===== src/design/running_average_background_subtract_assert.svh =====
// Assertion macros shared by the background-subtract RTL.
// Both expand to nothing when SYNTH is defined; each needs clk and rst in scope.
`ifndef RUNNING_AVERAGE_BACKGROUND_SUBTRACT_ASSERT_SVH
`define RUNNING_AVERAGE_BACKGROUND_SUBTRACT_ASSERT_SVH
`ifndef SYNTH
// Check a property on every clock edge outside reset.
`define RABS_ASSERT(lbl, prop) \
  lbl: assert property (@(posedge clk) disable iff (rst) (prop)) \
    else $error("%m: assertion failed");
// Check that cons holds on the cycle after ante.
`define RABS_ASSERT_NEXT(lbl, ante, cons) \
  lbl: assert property (@(posedge clk) disable iff (rst) (ante) |=> (cons)) \
    else $error("%m: assertion failed");
`else
`define RABS_ASSERT(lbl, prop)
`define RABS_ASSERT_NEXT(lbl, ante, cons)
`endif
`endif


===== src/design/rabs_pkg.sv =====
`timescale 1ns / 1ps
// Shared types and constants for the running-average background subtractor.
// No dependencies.
package rabs_pkg;

  localparam int PIX_IDX_W = 19;
  localparam int CH_W      = 8;
  localparam int ALPHA_W   = 16;
  localparam int THR_W     = 18;
  localparam int NUM_LANES = 3;

  localparam logic OP_LOAD     = 1'b0;
  localparam logic OP_SUBTRACT = 1'b1;

  localparam logic CFG_ALPHA     = 1'b0;
  localparam logic CFG_THRESHOLD = 1'b1;

  localparam logic [ALPHA_W-1:0] ALPHA_RESET     = 16'd655;
  localparam logic [THR_W-1:0]   THRESHOLD_RESET = 18'd900;

  // Half of one unit of the 0.16 alpha fraction, for round-half-up.
  localparam int BLEND_ROUND = 32768;

  localparam int FIFO_DEPTH = 16;
  localparam int FIFO_PTR_W = $clog2(FIFO_DEPTH);
  localparam int FIFO_CNT_W = $clog2(FIFO_DEPTH + 1);

  // Control that travels alongside the per-lane data.
  typedef struct packed {
    logic                 valid;
    logic                 op;
    logic [PIX_IDX_W-1:0] idx;
  } rabs_tag_t;

  typedef struct packed {
    logic                 foreground;
    logic [PIX_IDX_W-1:0] out_index;
  } rabs_result_t;

endpackage


===== src/design/rabs_merge.sv =====
`timescale 1ns / 1ps
// Sums the lane squares and, for subtract words, compares against the scaled threshold.
// Depends on rabs_pkg.
`include "running_average_background_subtract_assert.svh"
module rabs_merge import rabs_pkg::*; #(
  parameter int FRAC_BITS = 8,
  localparam int MW = CH_W + FRAC_BITS
) (
  input  logic            clk,
  input  logic            rst,
  input  rabs_tag_t       tag,
  input  logic [2*MW-1:0] sq [NUM_LANES],
  input  logic [THR_W-1:0] threshold,
  output logic            res_valid,
  output rabs_result_t    res
);

  localparam int SUM_W = 2 * MW + 2;

  logic [SUM_W-1:0] sq_sum;
  logic [SUM_W-1:0] limit;

  always_comb begin
    sq_sum = '0;
    for (int i = 0; i < NUM_LANES; i++) begin
      sq_sum = sq_sum + SUM_W'(sq[i]);
    end
    limit = SUM_W'(threshold) << (2 * FRAC_BITS);
  end

  always_ff @(posedge clk) begin
    if (rst) begin
      res_valid <= 1'b0;
    end else begin
      res_valid <= tag.valid;
    end
    res.out_index  <= tag.idx;
    res.foreground <= (tag.op == OP_SUBTRACT) && (sq_sum > limit);
  end

  `RABS_ASSERT_NEXT(a_load_background, tag.valid && tag.op == OP_LOAD, !res.foreground)

endmodule


===== config.mk =====
export PLATFORM = sky130hd
export DESIGN_NAME = rabs_merge
export DESIGN_NICKNAME = d
export VERILOG_FILES = /design/src/design/rabs_pkg.sv /design/src/design/rabs_merge.sv
export VERILOG_INCLUDE_DIRS = /design/src /design/src/design
export SDC_FILE = /design/constraint.sdc
export NUM_CORES = 1
export LEC_CHECK = 0
export ABC_AREA = 1
export BUFFER_PORTS_ARGS = -buffer_cell sky130_fd_sc_hd__buf_2
export CAP_MARGIN = 20
export CORE_UTILIZATION = 54
export CTS_CLUSTER_DIAMETER = 30
export DETAILED_ROUTE_END_ITERATION = 10
export GPL_TIMING_DRIVEN = 1
export PLACE_DENSITY = 0.95
export REMOVE_ABC_BUFFERS = 1
export SYNTH_ARGS = -nofsm -noshare
export SYNTH_HDL_FRONTEND = slang
export SYNTH_SLANG_ARGS = --single-unit

===== constraint.sdc =====
create_clock -name clk -period 6 [get_ports clk]
set_input_delay 0.6 -clock clk [delete_from_list [all_inputs] [get_ports clk]]
set_output_delay 0.6 -clock clk [all_outputs]
set_load 0.01 [all_outputs]

* After elaboration in Yosys (flattened, before gate mapping)
Index checks and enable logic that the tools add are counted.
** Operators by class
- $add $sub $neg :: 2
- Reduce and logical (&&, ||, !) cells :: 1
- Order comparisons :: 1
** Operator list (number)
- 33-bit by 32-bit adder with 34-bit output :: 1
- 34-bit > comparator :: 1
- 32-bit by 32-bit adder with 33-bit output :: 1
- 1-bit logical AND :: 1
** Word-level totals
- Logic and storage cells :: 7
- Input port bits :: 137
- Output and inout bits :: 21
- Register bits after elaboration :: 21

* Longest topological paths before layout
- Word-level depth :: 4
- Mapped depth :: 28
- Depth with buffers taken out :: 28

* Worst setup path after synthesis
Ideal clock, no wire load.
- Kind :: input to register
- Start point :: input sq[1] (netlist bit)
- End point :: register res[19] (netlist bit)
- Arrival :: 3.524 ns
- Slack :: 2.365 ns
- Path buffers :: 0
- Data required time :: 5.889 ns
- Stages :: 24
- Cells stage by stage :: fa_1 > ha_1 > fa_1 > nand2_1 > nand3_1 > nand3_1 > nand2_1 > nand2_1 > nand2_2 > nand3_1 > nand2_1 > xor2_1 > ha_1 > nand2_1 > nor2_1 > nand2_1 > nor2_1 > nand3b_1 > nor2_1 > nand2_1 > nor2_1 > nand2_1 > nor2_1 > nor2_1
** On the way
- Longest elaborated chain between the ends :: 3
** RTL lines
- start, declared :: line rabs_merge.sv:12 : input logic [2*MW-1:0] sq [NUM_LANES],
- 33-bit by 32-bit adder with 34-bit output :: line rabs_merge.sv:26 : sq_sum = sq_sum + SUM_W'(sq[i]);
- 34-bit > comparator :: line rabs_merge.sv:38 : res.foreground <= (tag.op == OP_SUBTRACT) && (sq_sum > limit);
- 1-bit logical AND :: line rabs_merge.sv:38
- end, declared :: line rabs_merge.sv:15 : output rabs_result_t res
No other way between the ends.
A chain may end at the register's enable or synchronous reset.

* Worst setup path in the final report
Same ends and word-level chain as after synthesis.

==> impl_metrics.tcl <==
set metrics [dict create \
    outcome "complete, no violations" \
    synth-edff-count 0 \
    crit_buf_inv 1 \
    final_max_slew_viol_count 0 \
    start_util_pct 56.5 \
    clkTransAtPathRegs_ns 0.07 \
    postCtsSetupRepairBufs 0 \
    yosysMostFrequentCell "nand2_1" \
    path_cells "buf_2 > fa_1 > ha_1 > fa_1 > nand3_1 > nand2_1 > nand3_1 > nand3_2 > nand3_1 > nand2_1 > nand2_1 > o211ai_1 > ha_1 > nand2_1 > nor2_1 > nand2_1 > nor2_1 > nand3b_1 > nor2_1 > nand2_1 > nor2_1 > nand2_1 > nor2_1 > nor2_1" \
    htreeDepth 1 \
    grt_use_total_pct 28.4 \
    ctsHoldBuffers 0 \
    synth_flop_cell "dfxtp_1" \
    port_buffers 157 \
    drtIter0Drc 266 \
    min_path_type "primary input to flip-flop" \
    viasPerCell 5.11 \
    core_sq_um 6870 \
    tritoncts "built" \
    relSlewSlack_pct 71.9 \
    slowest_delay_ns 0.48 \
    synth_cell_types 36 \
    worstSetupEndpointType "flip-flop" \
    cts_made_buffers 3 \
    synth-seq-area-share_pct 10.8 \
    cellPowerDensity_nw_per_um2 214 \
    drt_pre_antenna_iters 5 \
    place_ws_ns 1.91 \
    grt-ovfl-total 0 \
    async_flop_share_pct 0 \
    floorplan.die_area_sq_um 7530 \
    grt_pass1_wl_microns 16900 \
    cp_slowest_cell "fa_1" \
    row_count 30 \
    place_hpwl_microns 9750 \
    synthTopCellsByArea "fa_1, ha_1, nand2_1" \
    power.total_uw 1030 \
    ant_nets 0 \
    layout.nets 949 \
    ios 158 \
    die_h_microns 86.8 \
    critPathArrivalTime_ns 4.03 \
    fillers 589 \
    yosysTopAreaCellShare_pct 17.0 \
    layout_setup_ws_ns 2.13 \
    peakVddDrop_uv 94.3 \
    syn_area_sq_um 3880 \
    drive_above_1_share_pct 28.4 \
    fmax_mhz 258 \
    crit_required_ns 6.15 \
    finalNonFillerCells 825 \
    cpMostUsedCell "nand2_1" \
    cts_root_buf "clkbuf_8" \
    area_growth_pct 24.2 \
    setup_viol 0 \
    crit_path_start_kind "primary input" \
    hold_violations 0 \
    synth_common_cells "nand2_1, inv_1, nor2_1" \
    via_count 4218 \
    netlist_instances 569 \
    synth_warnings 0 \
    yosys.area.top_type "fa_1" \
    cap_violations 0 \
    critPathMaxFanout 4 \
    rsz0062_at_grt "no" \
    grt_pass1_vias 3885 \
    clkSinkCount 21 \
    antenna_cells 0 \
    clk_path_buf_depth 2 \
    finalCriticalPeriod_ns 3.87 \
    fin_tns_setup_ns 0 \
    crit_type "primary input to flip-flop" \
    die_w_microns 86.8 \
    grt_max_degree 12 \
    leakage_uw 0.00275 \
    fin_crit_sh_pct 64.6 \
    wl_per_cell_microns 12.9 \
    path_delay_family "simple AND/OR/NAND/NOR gates" \
    wl_microns 10600 \
    gp_routability_congestion 0.922 \
    cts_resized 0 \
    dpl.cell_count 821 \
    synth_seq_cells 21 \
    drc 0 \
    avgSynthCellArea_sq_um 6.82 \
    worst_pin_slew_ns 0.422 \
    grt_antenna_before_repair 0 \
]
==> power breakdown <==
| part | total (uW) | internal [uW] | switching (uW) |
|---|---|---|---|
| Combinational | 792 | 302 | 490 |
| Clock | 87.1 | 47.2 | 39.9 |
| Sequential | 151 | 148 | 2.44 |
| Total | 1030 | 497 | 532 |
==> sequential cells by signal, indices dropped and copies added (netlist names) <==
name       cells
res_valid      1
res           20
==> worst paths after layout <==
check / endpoint / slack [ns] / start / cells past startpoint
worst max-delay path: res[19] / 2.13 / sq[1] / 24
worst min-delay path: res[14] / 0.44 / tag[14] / 1
==> routing by layer <==
layer	share of wire (%)	routed length [microns]	global-route usage [%]	vias to the layer above
met2	47	4960	50.5	192
li1	-	-	-	2127
met4	1.5	156	6.36	0
met1	45	4760	37.7	1884
met5	0	0	0	-
met3	6.9	731	1.71	15
==> layout make-up <==
cell class	count	area (sq um)	area share, %
clock buffer	4	45.0	0.934
tap	96	120	2.49
timing repair buffer	157	786	16.3
inverter	101	379	7.86
multi-input combinational	446	3070	63.7
sequential	21	420	8.72
==> kinds of logic (layout without fill, tap and decap cells) <==
kind of cell	count (synthesis)	count (layout)	share of synthesized area (%)
compound gates	61	61	9.06
xor+xnor	17	17	4.03
flops	21	21	10.8
simple gates	286	286	33.2
buf+inv	102	262	10.1
fa+ha+maj	82	82	32.8
==> layout by cell type (no fill, tap or decap), types with 4 or more instances in the layout <==
master and instances:
buf_2 157, nand2_1 149, inv_1 93, nor2_1 53
ha_1 49, nand3_1 34, fa_1 33, a21oi_1 32
dfxtp_1 21, nand2_2 17, xor2_1 13, o21ai_0 11
nand4_1 10, inv_2 7, nand3_2 6, nor2_2 5
a21o_1 4, nor3_1 4
==> metrics by stage <==
stage | hold WS, ns | utilization, % | cell area [sq um]
3_5_place_dp | 0.704 | 69.5 | 4780
2_1_floorplan | 0.628 | - | 3870
4_1_cts | 0.442 | 70.2 | 4820
5_1_grt | 0.438 | 70.2 | 4820
6_report | 0.441 | 70.2 | 4820
3_3_place_gp | 0.703 | 69.5 | 4780
No activity file was read; power rests on OpenSTA's default activity.
