$ cat config.mk
export PLATFORM = sky130hd
export DESIGN_NAME = rabs_lane
export DESIGN_NICKNAME = d
export VERILOG_FILES = /design/src/design/running_average_background_subtract_assert.svh /design/src/design/rabs_pkg.sv /design/src/design/rabs_lane.sv
export SDC_FILE = /design/constraint.sdc
export NUM_CORES = 2
export LEC_CHECK = 0
export BUFFER_PORTS_ARGS = -buffer_cell sky130_fd_sc_hd__buf_2
export CAP_MARGIN = 20
export CORE_AREA = 2 2 208 210
export DETAILED_ROUTE_END_ITERATION = 10
export DIE_AREA = 0 0 210 212
export HOLD_SLACK_MARGIN = 0.03
export PLACE_DENSITY_LB_ADDON = 0.12
export SLEW_MARGIN = 20
export SYNTH_ARGS = -nofsm -noshare
export SYNTH_HDL_FRONTEND = slang
export SYNTH_SLANG_ARGS = --single-unit
$ cat constraint.sdc
create_clock -name clk -period 14.3 [get_ports clk]
set_input_delay 2.145 -clock clk [delete_from_list [all_inputs] [get_ports clk]]
set_output_delay 2.145 -clock clk [all_outputs]
set_load 0.005 [all_outputs]
$ cat src/design/running_average_background_subtract_assert.svh
// Assertion macros shared by the background-subtract RTL.
// Both expand to nothing when SYNTH is defined; each needs clk and rst in scope.
`ifndef RUNNING_AVERAGE_BACKGROUND_SUBTRACT_ASSERT_SVH
`define RUNNING_AVERAGE_BACKGROUND_SUBTRACT_ASSERT_SVH
`ifndef SYNTH
// Check a property on every clock edge outside reset.
`define RABS_ASSERT(lbl, prop) \
  lbl: assert property (@(posedge clk) disable iff (rst) (prop)) \
    else $error("%m: assertion failed");
// Check that cons holds on the cycle after ante.
`define RABS_ASSERT_NEXT(lbl, ante, cons) \
  lbl: assert property (@(posedge clk) disable iff (rst) (ante) |=> (cons)) \
    else $error("%m: assertion failed");
`else
`define RABS_ASSERT(lbl, prop)
`define RABS_ASSERT_NEXT(lbl, ante, cons)
`endif
`endif

$ cat src/design/rabs_pkg.sv
`timescale 1ns / 1ps
// Shared types and constants for the running-average background subtractor.
// No dependencies.
package rabs_pkg;

  localparam int PIX_IDX_W = 19;
  localparam int CH_W      = 8;
  localparam int ALPHA_W   = 16;
  localparam int THR_W     = 18;
  localparam int NUM_LANES = 3;

  localparam logic OP_LOAD     = 1'b0;
  localparam logic OP_SUBTRACT = 1'b1;

  localparam logic CFG_ALPHA     = 1'b0;
  localparam logic CFG_THRESHOLD = 1'b1;

  localparam logic [ALPHA_W-1:0] ALPHA_RESET     = 16'd655;
  localparam logic [THR_W-1:0]   THRESHOLD_RESET = 18'd900;

  // Half of one unit of the 0.16 alpha fraction, for round-half-up.
  localparam int BLEND_ROUND = 32768;

  localparam int FIFO_DEPTH = 16;
  localparam int FIFO_PTR_W = $clog2(FIFO_DEPTH);
  localparam int FIFO_CNT_W = $clog2(FIFO_DEPTH + 1);

  // Control that travels alongside the per-lane data.
  typedef struct packed {
    logic                 valid;
    logic                 op;
    logic [PIX_IDX_W-1:0] idx;
  } rabs_tag_t;

  typedef struct packed {
    logic                 foreground;
    logic [PIX_IDX_W-1:0] out_index;
  } rabs_result_t;

endpackage

$ cat src/design/rabs_lane.sv
`timescale 1ns / 1ps
// One color channel: model blend for write-back and squared difference.
// Depends on rabs_pkg.
module rabs_lane import rabs_pkg::*; #(
  parameter int FRAC_BITS = 8,
  localparam int MW = CH_W + FRAC_BITS
) (
  input  logic               clk,
  input  logic               op,
  input  logic               fwd_hit,
  input  logic [CH_W-1:0]    pix,
  input  logic [MW-1:0]      rd_model,
  input  logic [MW-1:0]      fwd_model,
  input  logic [ALPHA_W-1:0] alpha,
  output logic [MW-1:0]      new_model,
  output logic [2*MW-1:0]    sq
);

  localparam int ACC_W = MW + ALPHA_W + 2;

  logic [MW-1:0]      model;
  logic [MW-1:0]      p_fix;
  logic [MW-1:0]      mag;
  logic [MW-1:0]      mag_q;
  logic [ALPHA_W:0]   beta;
  logic [ACC_W-1:0]   acc;
  logic [2*MW-1:0]    sq_full;

  always_comb begin
    model = fwd_hit ? fwd_model : rd_model;
    p_fix = MW'(pix) << FRAC_BITS;
    mag   = (p_fix >= model) ? (p_fix - model) : (model - p_fix);
    beta  = {1'b1, {ALPHA_W{1'b0}}} - {1'b0, alpha};
    acc   = ACC_W'(alpha) * ACC_W'(p_fix) + ACC_W'(beta) * ACC_W'(model)
          + ACC_W'(BLEND_ROUND);
    new_model = (op == OP_LOAD) ? p_fix : acc[ALPHA_W +: MW];
    sq_full   = (2*MW)'(mag_q) * (2*MW)'(mag_q);
  end

  always_ff @(posedge clk) begin
    mag_q <= mag;
    sq    <= sq_full;
  end

endmodule

## Yosys cells after proc, flatten, opt, wreduce, memory -nomap -nowiden

Cells that the tools add are included.

- Mux-type cells: 3
- $lt $le $gt $ge: 1
- Multiply operators: 3
- Add/subtract/negate cells: 5

Operators by type and width:

| cell | number |
|---|---|
| $mux W16 | 3 |
| $add A32 B16 Y32 const B | 1 |
| $add A32 B32 Y32 | 1 |
| $mul A16 B16 Y32 | 1 |
| $mul A17 B16 Y32 | 1 |
| $sub A16 B16 Y16 | 2 |
| $mul A16 B8 Y24 | 1 |
| $sub A17 B16 Y17 const A | 1 |
| $ge A16 B16 Y1 | 1 |

- Register bits: 48
- Input bits: 59
- Logic and storage cells: 14
- Output and inout bits: 48

## Depth between registers and ports, before layout

- Depth in word-level cells: 5
- Depth in mapped cells: 35

## Worst setup path before layout

OpenSTA, ideal clock, no wires.

- Path type: input to output
- From: input port alpha[0]
- To: output port new_model[15]
- Buffers on the path: 4
- Slack: 1.947 ns
- Arrival: 10.208 ns
- Cell stages on the path: 32
- Required time: 12.155 ns
- Cell sequence: clkbuf_1 inv_1 clkbuf_1 ha_1 or3b_4 or3_1 buf_2 or3_1 xor2_1 clkbuf_1 nand2_1 fa_1 inv_1 fa_1 inv_1 fa_1 inv_1 fa_1 inv_1 fa_1 fa_1 inv_1 ha_1 and3_1 and2_1 a221o_1 a221oi_1 a21oi_2 o31ai_1 xnor2_1 xnor2_1 mux2_2

- Word-level cells in the longest chain between the ends: 5

Ends and longest elaborated chain:

| what | line | source |
|---|---|---|
| start: declaration | rabs_lane.sv:14 | `input logic [ALPHA_W-1:0] alpha,` |
| $sub A17 B16 Y17 | rabs_lane.sv:33 | `beta = {1'b1, {ALPHA_W{1'b0}}} - {1'b0, alpha};` |
| $mul A17 B16 Y32 | rabs_lane.sv:34 | `acc = ACC_W'(alpha) * ACC_W'(p_fix) + ACC_W'(beta) * ACC_W'(model)` |
| $add A32 B32 Y32 (*) | rabs_lane.sv:34 |  |
| $add A32 B16 Y32 (*) | rabs_lane.sv:35 | `+ ACC_W'(BLEND_ROUND);` |
| $mux W16 (*) | rabs_lane.sv:36 | `new_model = (op == OP_LOAD) ? p_fix : acc[ALPHA_W +: MW];` |
| end: declaration | rabs_lane.sv:15 | `output logic [MW-1:0] new_model,` |

Mark *: on every way between the ends. The rest lies on a longest branch, timed or not.

## Worst setup path after layout

- From: input port alpha[0]
- To: output port new_model[14]

Same word-level chain as after synthesis.

==> summary.txt <==
Iteration-0 DRC Markers - 799
Most frequent cells in the layout - inv_1 (624), fa_1 (478), nand2_1 (309), ha_1 (263), nor2_1 (154)
Post-CTS Hold Buffers - 0
Num Clock Sinks - 47
Synth Register Bits - 47
Area contributors post-synth - fa_1 (43%), ha_1 (15%), inv_1 (11%)
Slowest stage delay, CP - 0.57 ns
Slew Limit Fails - 0
CP required - 12.15 ns
Synth area leader - fa_1
Setup_tns - 0 ns
First-pass GRT wire length - 92200 um
Kind of end point of the critical path - primary output
Final Skew - 0.003671 ns
Reg2Reg Depth - 22
Crit-path leading delay family - adder cells
Nets - 3381
Critical path arrival - 11.07 ns
Worst slew pin tran - 1.108 ns
Fill count - 3974
CP max-delay cell - a221oi_1
Distinct cell type count after synthesis - 66
Ys Warns - 0
Clk slew on worst S/H paths - 0.07 ns
Post-route non-filler standard cell count - 3131
Sequential-to-total area share from yosys stat - 0.04230
Worst hold slack - 0.6593 ns
Multi-input gate area - 18630 um^2
Initial Util - 0.5233
Routed length per instance - 17.68 um
Total die area - 44520 um^2
Syn avg cell area - 8.785 um^2
Detailed-route DRC error count - 0
Max clock buf depth - 2
Vias in the first global route - 18070
Routability cong. - 0.9128
Placed insts - 3120
R2R Setup Slk - 7.14 ns
Final Hold Viols - 0
Hold path startpoint - mag_q[0]
Layout cells sized above 1 - 0.06545
Period utilization - 0.9242
Register Area - 940.9 um^2
Slew HR - 0.2588
Capture point of the worst reg-to-reg path - sq[30]
Vias per cell - 5.288
Critical Path Start Type - primary input
PostCTS Resize Cnt - 0
Max Fclk - 0.07567 GHz
# IOs - 107
Endpoints failing setup - 0
Yosys top cell area share - 0.4302
WP buf/inv - 9
Rows - 76
Hold Path Class - reg2reg
Worst skew pair latency - 0.30 ns
CTS root buf - clkbuf_16
Gr usage total - 0.2637
RSZ-0062 raised after global routing - false
Outcome - complete, no violations
Post-synthesis instance total - 2532
# H-tree levels - 2
Number of antenna violations at the first check in global routing - 4
Mapped Area - 22240 um^2
CP max FO - 16
Largest net degree at the start of global routing - 22
Most used DFF post-synth - dfxtp_1
Postcts setup bufs - 0
Syn-to-layout area delta - 5.338%
Commonest non-fill, non-tap cell in the layout - inv_1
FFs w/ async S/R, synth - 0
IO buf count - 105
Drt first pass iters - 8
Num CTS Buffers - 5
Critical path class - in2out
Die Y - 212 um
Final min period - 13.22 ns
Post-synth EDFFs - 0
Hold Crit Depth - 0
Die width - 210 um
Synthesized net count - 3332
Routed wire length - 55370 um
Total gr overflow - 0
DR vias - 16560
Core ar. - 42510 um^2
Post-route ant nets - 0
Reg2reg start - mag_q[4]
Max-Cap Viols - 0
CTS tree - built
Core Util, Final - 0.5512
Hold endpoint - sq[0]
DP HPWL - 47270 um
## cells in the mapped netlist, types with 5 or more instances
library cell,number
inv_1,624
fa_1,478
nand2_1,309
ha_1,263
nor2_1,154
and2_1,148
clkbuf_1,71
xnor2_1,69
a21oi_1,61
dfxtp_1,47
xor2_1,38
o21ai_0,28
nor3_1,24
a21o_1,17
mux2i_1,15
nand3_1,15
or3_1,15
mux2_2,13
o21bai_1,12
and3_1,11
nor2b_1,10
o21a_1,10
a211oi_1,7
buf_1,7
nand2b_1,6
o31ai_1,6
or2_2,5
## metal layers
metal  GRT usage  vias to the layer above  part of all wire
li1            -                     7656                 -
met1      0.3352                     8336              0.41
met2      0.4647                      450              0.49
met3     0.02526                      114             0.051
met4      0.1071                        2             0.043
met5           0                        -           0.00023
## final cells by class
class / instances / share of cell area
Antenna cell: 3 / 0.0003204
Sequential cell: 47 / 0.04016
Timing Repair Buffer: 125 / 0.02884
Tap cell: 546 / 0.02916
Clock buffer: 5 / 0.005340
Inverter: 625 / 0.1001
Clock inverter: 3 / 0.0009612
Multi-Input combinational cell: 1777 / 0.7951
## flip-flops by register name, summed over array words and instances, names as in the netlist
register and cells:
sq 31, mag_q 16
## worst reg2reg max path: cells and delay by family, from the launching register on
kind            cells  cell delay, ns
xor+xnor            1            0.16
buf+inv             5            0.54
compound gates      8            2.19
fa+ha+maj           7            3.21
simple gates        1            0.29
flops               1            0.71
## worst max path at each step
stage	from	end	slack (ns)	cells past startpoint
6_report	alpha[0]	new_model[14]	1.08	31
5_1_grt	alpha[0]	new_model[14]	0.77	31
2_1_floorplan	alpha[0]	new_model[15]	1.95	32
4_1_cts	alpha[0]	new_model[14]	1.10	31
3_3_place_gp	alpha[0]	new_model[15]	1.28	31
3_5_place_dp	alpha[0]	new_model[14]	1.17	31
## cell families (layout without fill, tap and decap cells)
group | after synthesis | in the layout | synth area share
adder cells (fa/ha/maj) | 741 | 741 | 0.5781
AND/OR/NAND/NOR | 717 | 717 | 0.1488
buffers and inverters | 708 | 758 | 0.1201
AO/OA/AOI/OAI | 179 | 179 | 0.05231
XOR/XNOR | 108 | 108 | 0.04286
flip-flops | 47 | 47 | 0.04230
multiplexers | 31 | 31 | 0.01530
other | 1 | 4 | 0.0001686
## per-stage QoR
step / cell area [um^2] / worst slack [ns]
5_1_grt: 23430 / 0.7718
6_report: 23430 / 1.084
4_1_cts: 23420 / 1.098
3_5_place_dp: 23280 / 1.166
2_1_floorplan: 22240 / 1.947
3_3_place_gp: 23280 / 1.280
Power is left out: the tool's default activity adds up to more than one toggle a clock period on the data nets, which glitch-free logic cannot reach.
