`config.mk`:
```
export PLATFORM = sky130hd
export DESIGN_NAME = rabs_fifo
export DESIGN_NICKNAME = d
export VERILOG_FILES = /design/src/design/rabs_pkg.sv /design/src/design/rabs_fifo.sv
export VERILOG_INCLUDE_DIRS = /design/src /design/src/design
export SDC_FILE = /design/constraint.sdc
export NUM_CORES = 1
export LEC_CHECK = 0
export BUFFER_PORTS_ARGS = -buffer_cell sky130_fd_sc_hd__buf_2
export CAP_MARGIN = 0
export CORE_ASPECT_RATIO = 1.4
export CORE_MARGIN = 4
export CORE_UTILIZATION = 50
export CTS_BUF_LIST = sky130_fd_sc_hd__clkbuf_4
export DETAILED_ROUTE_END_ITERATION = 7
export PLACE_DENSITY_LB_ADDON = 0.1
export REMOVE_ABC_BUFFERS = 1
export SKIP_CTS_REPAIR_TIMING = 1
export SYNTH_ARGS = -nofsm -noshare
export SYNTH_HDL_FRONTEND = slang
export SYNTH_SLANG_ARGS = --single-unit
```
`constraint.sdc`:
```
create_clock -name clk -period 5.59 [get_ports clk]
set_clock_uncertainty 0.1 [all_clocks]
set_input_delay 0.8385 -clock clk [delete_from_list [all_inputs] [get_ports clk]]
set_output_delay 0.8385 -clock clk [all_outputs]
set_load 0.05 [all_outputs]
```
`src/design/running_average_background_subtract_assert.svh`:
```
// Assertion macros shared by the background-subtract RTL.
// Both expand to nothing when SYNTH is defined; each needs clk and rst in scope.
`ifndef RUNNING_AVERAGE_BACKGROUND_SUBTRACT_ASSERT_SVH
`define RUNNING_AVERAGE_BACKGROUND_SUBTRACT_ASSERT_SVH
`ifndef SYNTH
// Check a property on every clock edge outside reset.
`define RABS_ASSERT(lbl, prop) \
  lbl: assert property (@(posedge clk) disable iff (rst) (prop)) \
    else $error("%m: assertion failed");
// Check that cons holds on the cycle after ante.
`define RABS_ASSERT_NEXT(lbl, ante, cons) \
  lbl: assert property (@(posedge clk) disable iff (rst) (ante) |=> (cons)) \
    else $error("%m: assertion failed");
`else
`define RABS_ASSERT(lbl, prop)
`define RABS_ASSERT_NEXT(lbl, ante, cons)
`endif
`endif

```
`src/design/rabs_pkg.sv`:
```
`timescale 1ns / 1ps
// Shared types and constants for the running-average background subtractor.
// No dependencies.
package rabs_pkg;

  localparam int PIX_IDX_W = 19;
  localparam int CH_W      = 8;
  localparam int ALPHA_W   = 16;
  localparam int THR_W     = 18;
  localparam int NUM_LANES = 3;

  localparam logic OP_LOAD     = 1'b0;
  localparam logic OP_SUBTRACT = 1'b1;

  localparam logic CFG_ALPHA     = 1'b0;
  localparam logic CFG_THRESHOLD = 1'b1;

  localparam logic [ALPHA_W-1:0] ALPHA_RESET     = 16'd655;
  localparam logic [THR_W-1:0]   THRESHOLD_RESET = 18'd900;

  // Half of one unit of the 0.16 alpha fraction, for round-half-up.
  localparam int BLEND_ROUND = 32768;

  localparam int FIFO_DEPTH = 16;
  localparam int FIFO_PTR_W = $clog2(FIFO_DEPTH);
  localparam int FIFO_CNT_W = $clog2(FIFO_DEPTH + 1);

  // Control that travels alongside the per-lane data.
  typedef struct packed {
    logic                 valid;
    logic                 op;
    logic [PIX_IDX_W-1:0] idx;
  } rabs_tag_t;

  typedef struct packed {
    logic                 foreground;
    logic [PIX_IDX_W-1:0] out_index;
  } rabs_result_t;

endpackage

```
`src/design/rabs_fifo.sv`:
```
`timescale 1ns / 1ps
// Output queue for result words, decoupling the pipeline from m_tready.
// Depends on rabs_pkg.
`include "running_average_background_subtract_assert.svh"
module rabs_fifo import rabs_pkg::*; (
  input  logic                  clk,
  input  logic                  rst,
  input  logic                  push,
  input  rabs_result_t          push_data,
  input  logic                  pop,
  output rabs_result_t          head,
  output logic                  not_empty,
  output logic [FIFO_CNT_W-1:0] count
);

  rabs_result_t            slots [FIFO_DEPTH];
  logic [FIFO_PTR_W-1:0]   wr_ptr;
  logic [FIFO_PTR_W-1:0]   rd_ptr;

  assign head      = slots[rd_ptr];
  assign not_empty = (count != '0);

  always_ff @(posedge clk) begin
    if (push) begin
      slots[wr_ptr] <= push_data;
    end
  end

  always_ff @(posedge clk) begin
    if (rst) begin
      wr_ptr <= '0;
      rd_ptr <= '0;
      count  <= '0;
    end else begin
      if (push) begin
        wr_ptr <= wr_ptr + 1'b1;
      end
      if (pop) begin
        rd_ptr <= rd_ptr + 1'b1;
      end
      if (push && !pop) begin
        count <= count + 1'b1;
      end else if (!push && pop) begin
        count <= count - 1'b1;
      end
    end
  end

  `RABS_ASSERT(a_no_overflow, !push || pop || count < FIFO_CNT_W'(FIFO_DEPTH))
  `RABS_ASSERT_NEXT(a_count_up, push && !pop, count == $past(count) + 1'b1)

endmodule

```
; ---- Yosys cells after proc, flatten, opt, wreduce, memory -nomap -nowiden
; Memory sizes are Yosys's and may differ from the RTL's. A register that Yosys moved wholly into a read port is not among the register bits.
; Index checks and enable logic that the tools add are counted.
[classes]
n_addsub = 4
mux = 6
reduce_logical = 6
[ops]
columns = op, count
row1 = $mux 5, 2
row2 = $add 4x1->4 const B, 2
row3 = $mux 4, 2
row4 = $add 5x1->5 const B, 1
row5 = $reduce_bool 5->1, 1
row6 = $sub 5x1->5 const B, 1
row7 = $logic_and 1x1->1, 2
row8 = $logic_not 1->1, 2
row9 = $mux 1, 2
row10 = $reduce_bool 2->1, 1
[totals]
ff_bits = 13
ramBits = 320
output_inout_bits = 26
wordCells = 20
mem_count = 1
[memory_table]
columns = memory, words, width, read_ports, rd_clocked_by_memory_dff, wr, line_no
row1 = slots, 16, 20, 1, 1, 1, rabs_fifo.sv:16  ; rabs_result_t slots [FIFO_DEPTH];

; ---- Logic depth before layout (Yosys ltp)
; Gate-level depths: netlist of the first run.
[logic_depth]
ltp_word = 4
ltp_mapped = 8

; ---- Worst setup path before layout of the first run
; OpenSTA, ideal clock, no wires.
[synth_timing]
kind = register -> output
from = register with a tool-made name
to = output head[0] (netlist bit)
arrival_time_ps = 1624
required_ps = 4652
slack_ps = 3028
path_stages_with_launch = 6
n_path_buf = 2
cell_sequence = dfxtp_1 > buf_6 > buf_6 > mux4_1 > a22oi_1 > nand2_1
[synth_lines]
columns = item, line_no
row1 = "end, declared", rabs_fifo.sv:11  ; output rabs_result_t head,

==> flow_summary_export.csv, run 1 <==
group,metric,value,unit
global_route,global_route.usage.total,19.38,%
clocking,tritoncts,"yes",
logic_synthesis,synth_edf_count,320,
drt,drc,0,
sta,finalSetupViolCount,0,
outcome,outcome,"completed",
logic_synthesis,yosys_warnings,0,
sta,setup-tns-final,0,ns
sta,fmax,251.6,MHz
floorplan,io_pins,50,
setup_path,path_max_fanout,48,
drt,drt_iter0_drc,342,
clocking,clk_latency,0.66,ns
clocking,clock-sinks,337,
power,p_comb_share,8.8,%
clocking,cts_root_buf,"clkbuf_4",
finish,nNetsFinal,737,
sta,finalWorstSetupSlack,1.615,ns
logic_synthesis,avgSynthCellArea,21.81,µm²
floorplan,dieHeight,198.3,µm
sta,tightest_slew,1.201,ns
power,ir_drop,0.0001964,V
power,power_frac_clock,36.9,%
place,io_buffers,49,
sta,period_share,71.11,%
hold_path,hold_class,"in -> reg",
clocking,cts.path.max_buffers,3,
logic_synthesis,yosysSeqAreaShare,76.94,%
power,power.density,361.4,nW/µm²
logic_synthesis,yosysUniqueCellTypes,33,
drt,dr.pass1.iters,4,
setup_path,r2r_slack,3.38,ns
floorplan,initial_core_util,50.77,%
finish,area_growth,12.66,%
sta,rsz0062_at_grt,"no",
logic_synthesis,syn-cell-area,12930,µm²
sta,hold_ws,0.4254,ns
logic_synthesis,synth_flop_cell,"edfxtp_1",
place,post-dp-hpwl,13340,µm
setup_path,worstPathArrival,3.04,ns
drt,antenna_left,0,
clocking,clk_pin_slew,0.07,ns
floorplan,dieArea,28540,µm²
clocking,cts_max_level,3,
drt,wire_per_inst,24.38,µm
sta,hold_viol_final,0,
logic_synthesis,synth_commonest_cells,"320 x edfxtp_1, 64 x mux4_2, 40 x a22oi_1, 25 x nand2_1, 20 x clkbuf_1",
logic_synthesis,postSynthCellCount,593,
power,leakage,0.004848,µW
setup_path,cp_top_family,"flip-flops",
sta,slew_headroom,19.95,%
global_route,grt_pass1_wl,39880,µm
power,sw_frac_of_total,23.73,%
logic_synthesis,synth_top_area_share,74.31,%
floorplan,fp.dieW,143.9,µm
logic_synthesis,yosysMostFrequentCell,"edfxtp_1",
logic_synthesis,synth_top_cell_by_area,"edfxtp_1",
drt,dr_total_vias,6176,
power,finalPower,5264,µW
hold_path,holdPathEnd,"wr_ptr[2]",
power,p_sw,1249,µW
setup_path,timing.rr.start,"wr_ptr[2]",
setup_path,crit_path_start_kind,"flop",
drt,wirelength,26520,µm
logic_synthesis,async_flop_share,0,%
power,power.internal,4015,µW
hold_path,min-delay-start,"rst",
hold_path,holdPathStages,2,
global_route,grt_start_max_net_pins,81,
setup_path,cp.required,4.65,ns
place,dp_worst_setup_slack,2.236,ns
power,pwr-share-seq,54.3,%
setup_path,crit_buf_inv,2,
setup_path,end_kind,"output pin",
drt,viasPerCell,5.676,
floorplan,core_area,25470,µm²
global_route,antenna_found_initial,2,
logic_synthesis,yosys_register_bits,337,
floorplan,fp-row-count,69,
job,maxCapViolCount,0,
logic_synthesis,ys_top_cells_by_area,"edfxtp_1 74%, mux4_2 11%, mux4_1 3.3%",
sta,drv_slew,0,
clocking,cts_inserted_buffers,80,
setup_path,cp_slowest_cell,"dfxtp_4",
setup_path,reg2reg_depth,3,
place,place.gp.congestion,0.7198,
setup_path,critPathMaxStageDelay,0.76,ns
sta,fin_crit,3.975,ns
setup_path,crit_type,"reg -> out",
finish,drive_above_1_share,33.77,%
setup_path,crit_chain,"buf_12 > mux4_1 > a22oi_1 > nand2_1 > buf_2",
setup_path,r2r-end,"slots[2][13]",
global_route,grt_pass1_vias,6752,
global_route,grt.overflow.total,0,
[cell usage in the layout (no fill, tap or decap), drive strengths merged, types with 2 or more instances in the layout]
cell,netlist,layout
nand2,25,25
diode,0,2
ha,9,9
bufinv,0,2
dfxtp,17,17
edfxtp,320,320
a22oi,40,40
and2,17,17
xnor2,3,3
a21oi,3,3
clkinv,0,27
inv,4,7
buf,10,58
nand4,2,2
xor2,5,5
nor2,19,19
nor2b,3,3
mux2i,3,3
clkbuf,20,113
mux4,80,80
[metrics by stage]
step | area [µm²] | std cells | util [%]
after detailed placement | 13530 | 940 | 53.13
after global routing | 14570 | 1087 | 57.19
after CTS | 14560 | 1086 | 57.18
after floorplan | 12760 | 563 | -
final | 14570 | 1088 | 57.20
after global placement | 13530 | 940 | 53.13
[logic make-up after synthesis]
family,Yosys count,synth area share (%)
compound gates,46,2.603
buf+inv,34,1.403
fa+ha+maj,10,1.026
mux,84,14.72
xor+xnor,8,0.5419
simple gates,74,2.767
flops,337,76.94
[flip-flops by register name (all words and copies together), names as in the netlist, named ones only]
register,cells
slots,320
wr_ptr,4
rd_ptr,4
count,5
[worst register-to-register path: stages (launching register included)]
cell and delay (ns):
dfxtp_1 0.36, nor3b_1 0.37, and2_1 0.68, buf_4 0.38
[cell type report]
class                   count  area, µm²
inverters                   4      15.01
diodes                      2      5.005
repair buffers             58      325.3
clock buffers             113      848.3
well taps                 319      399.1
flip-flops and latches    337       9957
clock inverters            33      183.9
multi-input cells         222       2834
fillers                  1929      10900
[metal layers]
metal	share of wire (%)	global-route usage (%)	vias up
li1	-	-	2755
met1	40	24.75	3229
met2	53	33.14	152
met3	4.6	4.494	38
met4	1.6	5.897	2
met5	0.026	0	-
[worst max path at each step]
stage	cells past startpoint	startpoint	slack, ns	end
floorplan	3	flop	0.28	head[0]
global placement	5	flop	2.25	head[16]
detailed placement	5	flop	2.24	head[16]
CTS	5	flop	1.46	head[16]
global route	5	flop	1.35	head[6]
finish	5	flop	1.61	head[16]
[power groups by stage]
stage          clock network, µW  logic (µW)  registers [µW]
2_1_floorplan                  0         315            2940
3_3_place_gp                   0         459            2910
3_5_place_dp                   0         468            2910
4_1_cts                     2010         469            2860
5_1_grt                     2170         494            2860
6_report                    1940         462            2860
No activity file was read; power rests on OpenSTA's default activity.
==> run 2, diff against run 1 <==
- clock period: 5.59 -> 3.6 ns (I/O delays scaled with it)
==> run 2 against run 1 <==
- hold slack worse by 0.30 ns
- register-to-register slack got worse by 1.8 ns
- sequential share of layout area is 0.30 points lower
- first-iteration DRC count increased by 67%
- critical endpoint is now head[7]
- largest cell class unchanged
==> flow_summary_export.csv, run 2 (synthesis gave the netlist of run 1 again) <==
group,metric,value,unit
outcome,outcome,"completed",
sta,finalWorstSetupSlack,0.2069,ns
power,power.density,542.4,nW/µm²
finish,top_regs,"slots (320), count (5)",
floorplan,dieArea,28540,µm²
sta,hold_viol_final,0,
clocking,tritoncts,"yes",
floorplan,initial_core_util,50.77,%
drt,wire_per_inst,24.83,µm
power,leakage,0.004901,µW
clocking,cts_inserted_buffers,80,
sta,rsz0062_at_grt,"no",
finish,layout_commonest_cell,"edfxtp_1",
clocking,clk_pin_slew,0.07,ns
power,p_sw,1925,µW
power,ir_drop,0.0003505,V
global_route,grt.met1_usage,25.09,%
clocking,cts_root_buf,"clkbuf_4",
global_route,global_route.usage.total,20.00,%
place,io_buffers,49,
drt,dr_total_vias,6331,
sta,drv_slew,0,
global_route,grt.busiest_layer,"met2",
hold_path,hold_class,"in -> reg",
sta,tightest_slew,0.8026,ns
sta,slew_headroom,46.49,%
setup_path,cp.required,2.96,ns
global_route,use_met2,34.74,%
finish,final_cell_mix,"320 x edfxtp_1, 106 x clkbuf_4, 64 x mux4_2",
clocking,cts.path.max_buffers,3,
floorplan,core_area,25470,µm²
job,maxCapViolCount,0,
power,sw_frac_of_total,24.26,%
global_route,antenna_found_initial,1,
clocking,clk_latency,0.67,ns
global_route,grt_use_met3,4.204,%
drt,antenna_left,0,
finish,largest_reg_flops,320,
drt,viasPerCell,5.787,
drt,drt_iter0_drc,570,
finish,drive_above_1_share,34.02,%
place,dp_worst_setup_slack,0.8709,ns
power,pwr-share-seq,55.5,%
finish,nNetsFinal,756,
drt,dr.pass1.iters,6,
sta,fmax,294.7,MHz
sta,period_share,94.25,%
setup_path,crit_path_start_kind,"flop",
finish,fill_cells,1935,
setup_path,end_kind,"output pin",
sta,finalSetupViolCount,0,
finish,fin_util,57.46,%
sta,setup-tns-final,0,ns
power,p_comb_share,9.7,%
sta,hold_ws,0.1264,ns
setup_path,worstPathArrival,2.75,ns
drt,wirelength,27170,µm
power,power_frac_clock,34.8,%
floorplan,dieHeight,198.3,µm
floorplan,fp-row-count,69,
sta,fin_crit,3.393,ns
clocking,cts_max_level,3,
global_route,grt.overflow.total,0,
drt,drc,0,
floorplan,fp.dieW,143.9,µm
global_route,grt_pass1_vias,6822,
floorplan,io_pins,50,
global_route,grt_start_max_net_pins,29,
setup_path,crit_type,"reg -> out",
setup_path,path_max_fanout,16,
global_route,grt_pass1_wl,41040,µm
place,place.gp.congestion,0.7221,
place,post-dp-hpwl,15050,µm
finish,top_register,"slots",
clocking,clock-sinks,337,
power,power.internal,6012,µW
finish,area_growth,13.16,%
-- run 2: changes by cell type in the layout (fill, tap and decap cells not counted), sizes merged --
cell | before | now
bufinv | 2 | 0
clkinvlp | 1 | 0
buf | 58 | 77
clkinv | 27 | 24
clkbuf | 113 | 106
-- run 2: worst paths after layout --
| path | startpoint | endpoint | slack, ns | depth (start not counted) |
|---|---|---|---|---|
| min | rst | wr_ptr[1] | 0.13 | 2 |
| max reg2reg | wr_ptr[0] | slots[4][17] | 1.60 | 4 |
| max | flop | head[7] | 0.21 | 5 |
| min reg2reg | rd_ptr[3] | flop | 0.45 | 2 |
-- run 2: stage by stage --
stage                     cells  instance area [µm²]  power [µW]
after detailed placement    959                13720        5271
after CTS                  1092                14630        8048
after floorplan             563                12760        5052
final                      1094                14630        7937
after global placement      959                13720        5252
after global routing       1094                14630        8315
-- run 2: power by group through the flow --
stage | Clock, µW | Combinational (µW) | Sequential [µW]
global route | 3080 | 826 | 4410
detailed placement | 0 | 778 | 4490
CTS | 2860 | 781 | 4410
finish | 2760 | 767 | 4410
global placement | 0 | 765 | 4490
floorplan | 0 | 490 | 4560
-- run 2: worst max-delay path, cell delays in order (launching register included) --
cell and delay, ns:
dfxtp_4 0.55, buf_4 0.38, mux4_1 0.61, a22oi_1 0.23, nand2_1 0.08, buf_2 0.21
-- run 2: layout make-up --
cell class	count	area (µm²)	share of cell area, %
timing repair buffer	77	543.0	3.711
antenna	2	5.005	0.03420
tap	319	399.1	2.728
clock inverter	27	110.1	0.7525
multi-input combinational	222	2808	19.19
sequential	337	9957	68.05
inverter	4	15.01	0.1026
clock buffer	106	795.8	5.438
-- run 2: metal layers --
metal,wire length (µm),vias to the layer above
met5,0,-
met4,508,0
met3,1373,43
met2,14670,202
met1,10620,3302
li1,-,2784
==> run 3, diff against run 2 <==
- ABC_AREA: not set -> 1
==> run 3 against run 2 <==
- clock power is 15% higher
- critical path depth is 1 higher
- sequential power hardly changed
- die area is 12% higher
- synthesized area is 13% higher
- highest routed layer unchanged
- combinational power is 8.0% higher
- largest power group unchanged
- register-to-register slack worse by 0.21 ns
- fmax is 0.33% lower
- final cell count is 77% higher
- largest cell class unchanged
- synthesized cell count is 140% higher
==> flow_summary_export.csv, run 3 <==
group,metric,value,unit
logic_synthesis,synth_commonest_cells,"438 x nand2_1, 320 x edfxtp_1, 259 x inv_1, 245 x nand3_1, 32 x buf_2",
setup_path,reg2reg_depth,4,
drt,wire_per_inst,17.64,µm
place,dpl-instance-area,15300,µm²
finish,register_area,9958,µm²
sta,period_share,94.57,%
setup_path,worstPathArrival,2.76,ns
logic_synthesis,synth_top_area_share,65.95,%
place,post-dp-hpwl,18490,µm
power,ir_drop,0.0003334,V
clocking,cts_root_buf,"clkbuf_4",
logic_synthesis,synthSimpleGateAreaFrac,20.50,%
clocking,clk_pin_slew,0.07,ns
logic_synthesis,yosys_register_bits,337,
floorplan,fp-row-count,73,
logic_synthesis,postSynthCellCount,1411,
outcome,outcome,"completed",
floorplan,initial_core_util,50.97,%
logic_synthesis,async_flop_share,0,%
sta,drv_slew,0,
global_route,antenna_found_initial,1,
sta,slew_headroom,39.10,%
finish,drive_above_1_share,14.62,%
hold_path,holdPathStages,2,
drt,wirelength,34130,µm
clocking,cts_inserted_buffers,81,
logic_synthesis,synth-compound-area-share,0.7385,%
logic_synthesis,avgSynthCellArea,10.33,µm²
drt,drt_iter0_drc,726,
setup_path,path_max_fanout,47,
setup_path,cp.required,2.96,ns
sta,fmax,293.7,MHz
power,finalPower,8396,µW
job,maxCapViolCount,0,
finish,top_register,"slots",
place,place.gp.congestion,0.7554,
clocking,cts_max_level,3,
global_route,global_route.usage.total,21.44,%
hold_path,min-delay-start,"push",
drt,dr_total_vias,9856,
floorplan,dieArea,31980,µm²
finish,nNetsFinal,1541,
hold_path,holdPathEnd,"wr_ptr[0]",
sta,rsz0062_at_grt,"no",
sta,tightest_slew,0.9125,ns
setup_path,end_kind,"output pin",
power,power.density,512.9,nW/µm²
global_route,grt.overflow.total,0,
clocking,clk_latency,0.76,ns
finish,fill_cells,2502,
drt,antenna_left,0,
drt,dr.pass1.iters,7,
logic_synthesis,synth_top_cell_by_area,"edfxtp_1",
finish,multi_input_area,3294,µm²
hold_path,hold_class,"in -> reg",
finish,design_area,16370,µm²
sta,finalSetupViolCount,0,
sta,hold_viol_final,0,
place,io_buffers,49,
floorplan,dieHeight,210.0,µm
finish,layout_commonest_cell,"nand2_1",
floorplan,io_pins,50,
setup_path,timing.rr.start,"wr_ptr[0]",
logic_synthesis,yosysUniqueCellTypes,22,
logic_synthesis,synth_fa_ha_area_share,0.9102,%
finish,largest_reg_flops,320,
logic_synthesis,ys_top_cells_by_area,"edfxtp_1 66%, nand2_1 11%, nand3_1 8.4%",
global_route,grt_pass1_vias,9640,
logic_synthesis,synth_xor_area_share,0.1803,%
floorplan,fp.dieW,152.3,µm
place,dp.cells,1797,
clocking,cts.path.max_buffers,3,
logic_synthesis,syn-cell-area,14570,µm²
logic_synthesis,synth_top_family_by_area,"simple AND/OR/NAND/NOR gates",
finish,fin_cells,1935,
finish,area_growth,12.33,%
global_route,grt_pass1_wl,52850,µm
setup_path,r2r-end,"slots[11][3]",
clocking,clock-sinks,337,
sta,fin_crit,3.404,ns
finish,top_regs,"slots (320), count (5)",
setup_path,crit_path_start_kind,"flop",
finish,final_cell_mix,"438 x nand2_1, 320 x edfxtp_1, 259 x inv_1",
drt,drc,0,
floorplan,core_area,28590,µm²
logic_synthesis,synth_flop_cell,"edfxtp_1",
logic_synthesis,synth.area.mux_share,0,%
drt,viasPerCell,5.094,
clocking,tritoncts,"yes",
setup_path,r2r_slack,1.39,ns
logic_synthesis,yosys_warnings,0,
power,leakage,0.007121,µW
logic_synthesis,yosysSeqAreaShare,68.28,%
logic_synthesis,synth_edf_count,320,
setup_path,crit_type,"reg -> out",
global_route,grt_start_max_net_pins,96,
logic_synthesis,yosysMostFrequentCell,"nand2_1",
run 3: cell types whose count changed after synthesis, moves of 6 or more:
cell	change
inv_1	+255
a21oi_1	+9
o21ai_0	+8
and2_1	-17
a22oi_1	-40
mux4_1	-16
nor2_1	+6
mux4_2	-64
nand2_1	+413
buf_1	+7
buf_6	+7
buf_2	+31
nand3_1	+244
run 3: worst max-delay path: stages (launching register included):
cell	delay [ns]
dfxtp_4	0.65
buf_4	0.61
nand3_1	0.14
nand3_1	0.09
nand3_1	0.13
nand2_1	0.11
buf_2	0.26
run 3: worst max path at each step:
stage | to | slack [ns] | cells past startpoint
finish | head[11] | 0.20 | 6
global route | head[6] | 0.03 | 6
CTS | head[17] | 0.13 | 6
detailed placement | head[11] | 0.99 | 6
global placement | head[17] | 0.98 | 6
floorplan | head[0] | -2.11 | 6
run 3: kinds of logic after synthesis:
family                     Yosys count
and+or+nand+nor                    712
DFF                                337
buffers and inverters              328
AOI/OAI and AO/OA                   21
adders and majority gates           10
xor gates and xnor gates             3
run 3: area by class of cell:
| class | count | area share (%) |
|---|---|---|
| tap | 375 | 2.867 |
| antenna | 1 | 0.01529 |
| timing repair buffer | 80 | 3.791 |
| clock buffer | 121 | 5.550 |
| inverter | 261 | 6.001 |
| clock inverter | 14 | 0.8103 |
| multi-input combinational | 746 | 20.13 |
| sequential | 337 | 60.84 |
run 3: stage by stage:
step / setup WS [ns] / hold slack (ns) / TNS (ns) / utilization [%]
global route: 0.03075 / 0.01105 / 0 / 57.25
global placement: 0.9829 / 0.3581 / 0 / 53.53
floorplan: -2.114 / 0.3498 / -42.17 / -
finish: 0.1956 / 0.003385 / 0 / 57.25
detailed placement: 0.9877 / 0.3772 / 0 / 53.53
CTS: 0.1323 / -0.1039 / 0 / 57.18
run 3: layer usage:
layer	wire length (µm)	up-vias	global-route usage, %
li1	-	4791	-
met1	13820	4724	26.39
met2	17450	287	37.74
met3	2073	54	4.067
met4	786	0	8.158
met5	0	-	0
run 3: where the power goes:
group	internal (µW)	leakage (µW)	switching (µW)
registers	4340	0.00303	41.4
clock network	1740	0.000627	1450
logic	221	0.00346	607
total	6300	0.00712	2100
